File: config.mk
export PLATFORM = sky130hd
export DESIGN_NAME = gcvq_ctrl
export DESIGN_NICKNAME = d
export VERILOG_FILES = /design/src/rtl/core/gcvq_pkg.sv /design/src/rtl/core/gcvq_ctrl.sv
export SDC_FILE = /design/constraint.sdc
export NUM_CORES = 1
export LEC_CHECK = 0
export BUFFER_PORTS_ARGS = -buffer_cell sky130_fd_sc_hd__buf_2
export CAP_MARGIN = 20
export CORE_MARGIN = 8
export CORE_UTILIZATION = 35
export DETAILED_ROUTE_END_ITERATION = 16
export PLACE_DENSITY = 0.7
export SYNTH_ARGS = -nofsm -noshare
export SYNTH_HDL_FRONTEND = slang
export SYNTH_SLANG_ARGS = --single-unit
File: constraint.sdc
create_clock -name clock -period 1.75 [get_ports clock]
set_input_delay 0.175 -clock clock [delete_from_list [all_inputs] [get_ports clock]]
set_output_delay 0.175 -clock clock [all_outputs]
set_load 0.05 [all_outputs]
File: src/rtl/core/gcvq_pkg.sv
// Package for the GC victim container queues block.
// Holds widths, command and status codes, segment metadata and controller/datapath types.
package gcvq_pkg;

   localparam int NUM_SEG     = 1024;
   localparam int SEG_W       = 10;
   localparam int MAX_CONT    = 8;
   localparam int NUM_Q       = MAX_CONT + 1;
   localparam int Q_W         = 4;
   localparam int CONT_W      = 3;
   localparam int CNT_W       = 13;
   localparam int CMD_W       = 2;
   localparam int STAT_W      = 2;
   localparam int STREAM_W    = 8;
   localparam int CSR_IDX_W   = 2;
   localparam int CSR_DATA_W  = 13;
   localparam int WIN_W       = 17;
   localparam int SCAN_CNT_W  = 11;

   typedef enum logic [CMD_W-1:0] {
      CMD_ENQ = 2'd0,
      CMD_INV = 2'd1,
      CMD_SEL = 2'd2,
      CMD_NOP = 2'd3
   } cmd_type;

   localparam logic [STAT_W-1:0] ST_DONE     = 2'd0;
   localparam logic [STAT_W-1:0] ST_UNQUEUED = 2'd1;
   localparam logic [STAT_W-1:0] ST_NOVICTIM = 2'd2;

   localparam logic [CSR_IDX_W-1:0] CSR_CONT_COUNT = 2'd0;
   localparam logic [CSR_IDX_W-1:0] CSR_SEG_GRAINS = 2'd1;

   localparam logic [Q_W-1:0]   RESET_CONT   = 4'd4;
   localparam logic [CNT_W-1:0] RESET_GRAINS = 13'd256;

   typedef struct packed {
      logic              queued;
      logic [Q_W-1:0]    curq;
      logic [CONT_W-1:0] cont;
   } meta_type;

   localparam int META_W = $bits(meta_type);

   typedef enum logic [3:0] {
      OP_IDLE,
      OP_CLEAR,
      OP_LATCH,
      OP_LOAD_S,
      OP_ENQ_CHK,
      OP_INV_CHK,
      OP_APPEND,
      OP_SEL_Q,
      OP_SCAN,
      OP_SEL_END,
      OP_TAKE,
      OP_OUT
   } dp_op_type;

   typedef struct packed {
      dp_op_type op;
   } dp_cmd_type;

   typedef struct packed {
      cmd_type cmd;
      logic    queued;
      logic    age_hit;
      logic    q_empty;
      logic    scan_last;
      logic    i_zero;
      logic    found;
      logic    clr_last;
   } dp_stat_type;

endpackage

File: src/rtl/core/gcvq_ctrl.sv
// Controller state machine of the GC victim container queues block.
// Sequences datapath operations per transaction. Depends on gcvq_pkg.
module gcvq_ctrl import gcvq_pkg::*; (
   input  logic        clock,
   input  logic        reset,
   input  logic        req_valid,
   output logic        req_ready,
   output logic        rsp_valid,
   input  logic        rsp_ready,
   input  dp_stat_type dp_stat,
   output dp_cmd_type  dp_cmd
);

   typedef enum logic [3:0] {
      S_CLEAR,
      S_IDLE,
      S_DECODE,
      S_ENQ_CHK,
      S_INV_CHK,
      S_APPEND,
      S_SEL_Q,
      S_SCAN,
      S_SEL_END,
      S_TAKE,
      S_RESP
   } state_type;

   state_type state_ff, state_in;
   logic      rsp_valid_ff;
   logic      out_free;

   assign req_ready = (state_ff == S_IDLE);
   assign out_free  = !rsp_valid_ff || rsp_ready;

   always_comb begin
      state_in  = state_ff;
      dp_cmd.op = OP_IDLE;
      unique case (state_ff)
         S_CLEAR: begin
            dp_cmd.op = OP_CLEAR;
            if (dp_stat.clr_last) state_in = S_IDLE;
         end
         S_IDLE: begin
            if (req_valid) begin
               dp_cmd.op = OP_LATCH;
               state_in  = S_DECODE;
            end
         end
         S_DECODE: begin
            dp_cmd.op = OP_LOAD_S;
            unique case (dp_stat.cmd)
               CMD_ENQ: state_in = S_ENQ_CHK;
               CMD_INV: state_in = S_INV_CHK;
               CMD_SEL: state_in = S_SEL_Q;
               CMD_NOP: state_in = S_RESP;
            endcase
         end
         S_ENQ_CHK: begin
            dp_cmd.op = OP_ENQ_CHK;
            state_in  = S_APPEND;
         end
         S_INV_CHK: begin
            dp_cmd.op = OP_INV_CHK;
            state_in  = (dp_stat.queued && dp_stat.age_hit) ? S_APPEND : S_RESP;
         end
         S_APPEND: begin
            dp_cmd.op = OP_APPEND;
            state_in  = S_RESP;
         end
         S_SEL_Q: begin
            dp_cmd.op = OP_SEL_Q;
            priority if (!dp_stat.q_empty) state_in = S_SCAN;
            else if (dp_stat.i_zero)       state_in = S_SEL_END;
            else                           state_in = S_SEL_Q;
         end
         S_SCAN: begin
            dp_cmd.op = OP_SCAN;
            priority if (!dp_stat.scan_last) state_in = S_SCAN;
            else if (dp_stat.i_zero)         state_in = S_SEL_END;
            else                             state_in = S_SEL_Q;
         end
         S_SEL_END: begin
            dp_cmd.op = OP_SEL_END;
            state_in  = dp_stat.found ? S_TAKE : S_RESP;
         end
         S_TAKE: begin
            dp_cmd.op = OP_TAKE;
            state_in  = S_RESP;
         end
         S_RESP: begin
            if (out_free) begin
               dp_cmd.op = OP_OUT;
               state_in  = S_IDLE;
            end
         end
      endcase
   end

   always_ff @(posedge clock) begin
      if (reset) begin
         state_ff     <= S_CLEAR;
         rsp_valid_ff <= 1'b0;
      end else begin
         state_ff <= state_in;
         if (dp_cmd.op == OP_OUT) begin
            rsp_valid_ff <= 1'b1;
         end else if (rsp_ready) begin
            rsp_valid_ff <= 1'b0;
         end
      end
   end

   assign rsp_valid = rsp_valid_ff;

endmodule

==> reports/results.ini <==
[worst_setup_path]
critical-path-top-delay-family=flip-flops
rrSetupSlack_ns=0.27
maximum_cell_stage_delay_along_the_critical_path_ns=0.39
rr_worst_depth=5
worst-path-max-fanout=14
timing_worst_setup_path_type=reg2out
worst_setup_path_start_kind=flip-flop
path_buf_inv=1
startpoint_of_the_most_critical_setup_path=state_ff[3]$_SDFFE_PP0P_
r2r-start=state_ff[1]$_SDFFE_PP0P_
end_kind=primary output
crit_path_top_delay_cell=sky130_fd_sc_hd__dfxtp_4
critical_path.reg2reg.endpoint=state_ff[1]$_SDFFE_PP0P_
worst_ep_arrival_time_ns=1.51
worstPathRequired_ns=1.57
critical_path_cell_sequence=or3_1 -> a21oi_2 -> a221oi_4 -> clkbuf_4

[finish]
syn2layout_area_growth_pct=26.5
proportion_of_layout_cells_with_a_drive_suffix_above_1_pct=38.1
layout.cells.most_common=sky130_fd_sc_hd__buf_2
num-nets-final=114
layout.cells.non_filler=114
layout.cells.most_common_list=sky130_fd_sc_hd__buf_2 (16), sky130_fd_sc_hd__nor2_1 (10), sky130_fd_sc_hd__a21oi_1 (5), sky130_fd_sc_hd__buf_4 (5)
postLayoutCellArea_um2=771
n_antenna_cell=0

[global_route]
global_route.usage.total_pct=9.95
overflow=0
grt_start_max_net_pins=15
vias_in_the_first_global_route=641
grt_antenna_before_repair=0
grt_first_pass_wirelength_um=2660

[power_and_ir_drop]
power_density_nw_per_um2=838
worst_ir_drop_vdd_uv=312
leakagePower_nw=0.365
power.total_w=0.000646

[synthesis]
post_synth_main_area_contributors=sky130_fd_sc_hd__dfxtp_1 (16%), sky130_fd_sc_hd__ha_1 (6.2%), sky130_fd_sc_hd__nor2_1 (6.2%)
synth_top_family_by_area=compound AO/OA/AOI/OAI gates
synth.mux.area_fraction_pct=1.64
synthesis.instances=77
synth_simple_gate_area_share_pct=27.9
dominant_cell_type_by_area_after_synthesis=sky130_fd_sc_hd__dfxtp_1
synth_seq_cells=5
postSynthAreaPerCell_um2=7.91
synthXorXnorAreaFrac_pct=1.44
synthFlopType=sky130_fd_sc_hd__dfxtp_1
synthArstFlopShare_pct=0
ys_types=35
ys.warnings.count=0
yosys.area.top_type_share_pct=16.4
yosys.area_share.adder_pct=6.16
synth_fp_nets=93
synth-compound-area-share_pct=36.6
post_synth_design_cell_area_um2=609
part_of_the_yosys_area_used_for_sequential_elements_pct=16.4
synth_edf_count=0

[die]
std_cell_rows=15
floorplan.core_area_um2=1690
die_height_um=57.7
chipWidth_um=57.7
initial_utilization_pct=36.1
dieArea_um2=3330
num_io_pins=19

[clocking]
cts_max_path_buffers=2
clkSlewWorstSetupHoldPaths_ns=0.04
hold_buffers=0
worstSkewPairLatency_ns=0.24
tritoncts_clock_tree=yes
tritoncts.num_buffers=3
clock_sinks=5
ctsHtreeMaxLevel=1
cts_root_buffer=sky130_fd_sc_hd__clkbuf_4

[sta]
final_period_minus_worst_setup_slack_ns=1.68
slew_viol_final=0
rsz_0062_raised_after_global_routing=no
setup_total_negative_slack_ns=0
min_period_over_period_pct=96.1
finalSetupViolations=0
report.final.hold_viol_count=0
worstMarginPinSlew_ns=0.393
timing.fmax_mhz=594
fin_worst_skew_ns=0.00338
max_slew_margin_pct=73.7

[drt]
via_per_inst=5.55
drt_iter0_drc=13
postRouteWirelength_um=1630
wl_per_cell_um=14.3
route.vias.total=633
drtPass1Iterations=4
drt_drc_violations_left=0
postRouteAntennaNets=0

[min_path]
hp-class=in2reg
min_to=state_ff[3]$_SDFFE_PP0P_
holdPathStages=2
min_from=reset

[place]
dp.cells=110
gp_congestion=0.821
placement.cell_area_um2=727
portBuffers=18
hpwl_dp_um=1310

[run]
max_cap_violations=0

[run_status]
outcome=completed

layer usage:
metal | share of wire, % | global-route usage (%) | vias to the layer above
li1 | - | - | 322
met1 | 40 | 9.70 | 293
met2 | 53 | 18.0 | 12
met3 | 4.2 | 2.43 | 6
met4 | 2.6 | 6.99 | 0
met5 | 0 | 0 | -
cell type report:
class                   instances  area, um^2
fillers                       172         918
well taps                      17        21.3
repair buffers                 22         125
inverters                       4        15.0
clock buffers                   4        26.3
flip-flops and latches          5         109
multi-input cells              62         474
worst max path at each step:
stage                               end  slack, ns  depth (start not counted)
3_3_place_gp                  dp_cmd[1]       0.18                          4
6_report                      dp_cmd[1]       0.07                          4
2_1_floorplan                 dp_cmd[2]       0.05                          5
4_1_cts                       dp_cmd[3]       0.03                          5
3_5_place_dp   state_ff[1]$_SDFFE_PP0P_       0.05                          5
5_1_grt                       dp_cmd[3]      0.005                          5
cells by family after synthesis:
| logic type | count (synthesis) |
|---|---|
| and+or+nand+nor | 29 |
| AOI/OAI and AO/OA | 28 |
| buffers and inverters | 10 |
| DFF | 5 |
| adders and majority gates | 3 |
| xor gates and xnor gates | 1 |
| muxes | 1 |
state kept, by name, indices dropped and copies added (netlist names):
signal,count
rsp_valid,1
state_ff,4
timing repair:
action                     in CTS  in global routing
resized for setup               3                  6
setup endpoints to repair       4                  6
setup buffers                   0                  0
hold endpoints to repair        0                  0
report_power, final:
part	internal [W]	leakage [nW]	switching (W)
Combinational	0.000143	0.308	0.000208
Clock	0.0000859	0.0150	0.0000434
Sequential	0.000128	0.0425	0.0000373
Total	0.000357	0.365	0.000289
cell usage after synthesis, types with 3 or more instances:
master,n
sky130_fd_sc_hd__a21o_1,3
sky130_fd_sc_hd__a21oi_1,7
sky130_fd_sc_hd__and2b_1,3
sky130_fd_sc_hd__buf_2,3
sky130_fd_sc_hd__dfxtp_1,5
sky130_fd_sc_hd__ha_1,3
sky130_fd_sc_hd__inv_1,4
sky130_fd_sc_hd__nand2_1,4
sky130_fd_sc_hd__nand2b_1,3
sky130_fd_sc_hd__nor2_1,10
stage by stage:
stage / setup slack, ns / util (%) / hold slack (ns)
floorplan: 0.0520 / - / 0.244
global placement: 0.177 / 43.0 / 0.425
detailed placement: 0.0500 / 43.0 / 0.431
CTS: 0.0265 / 45.0 / 0.166
global route: 0.00457 / 45.6 / 0.183
finish: 0.0677 / 45.6 / 0.174
Note: power is estimated with default switching activity, not from simulation.
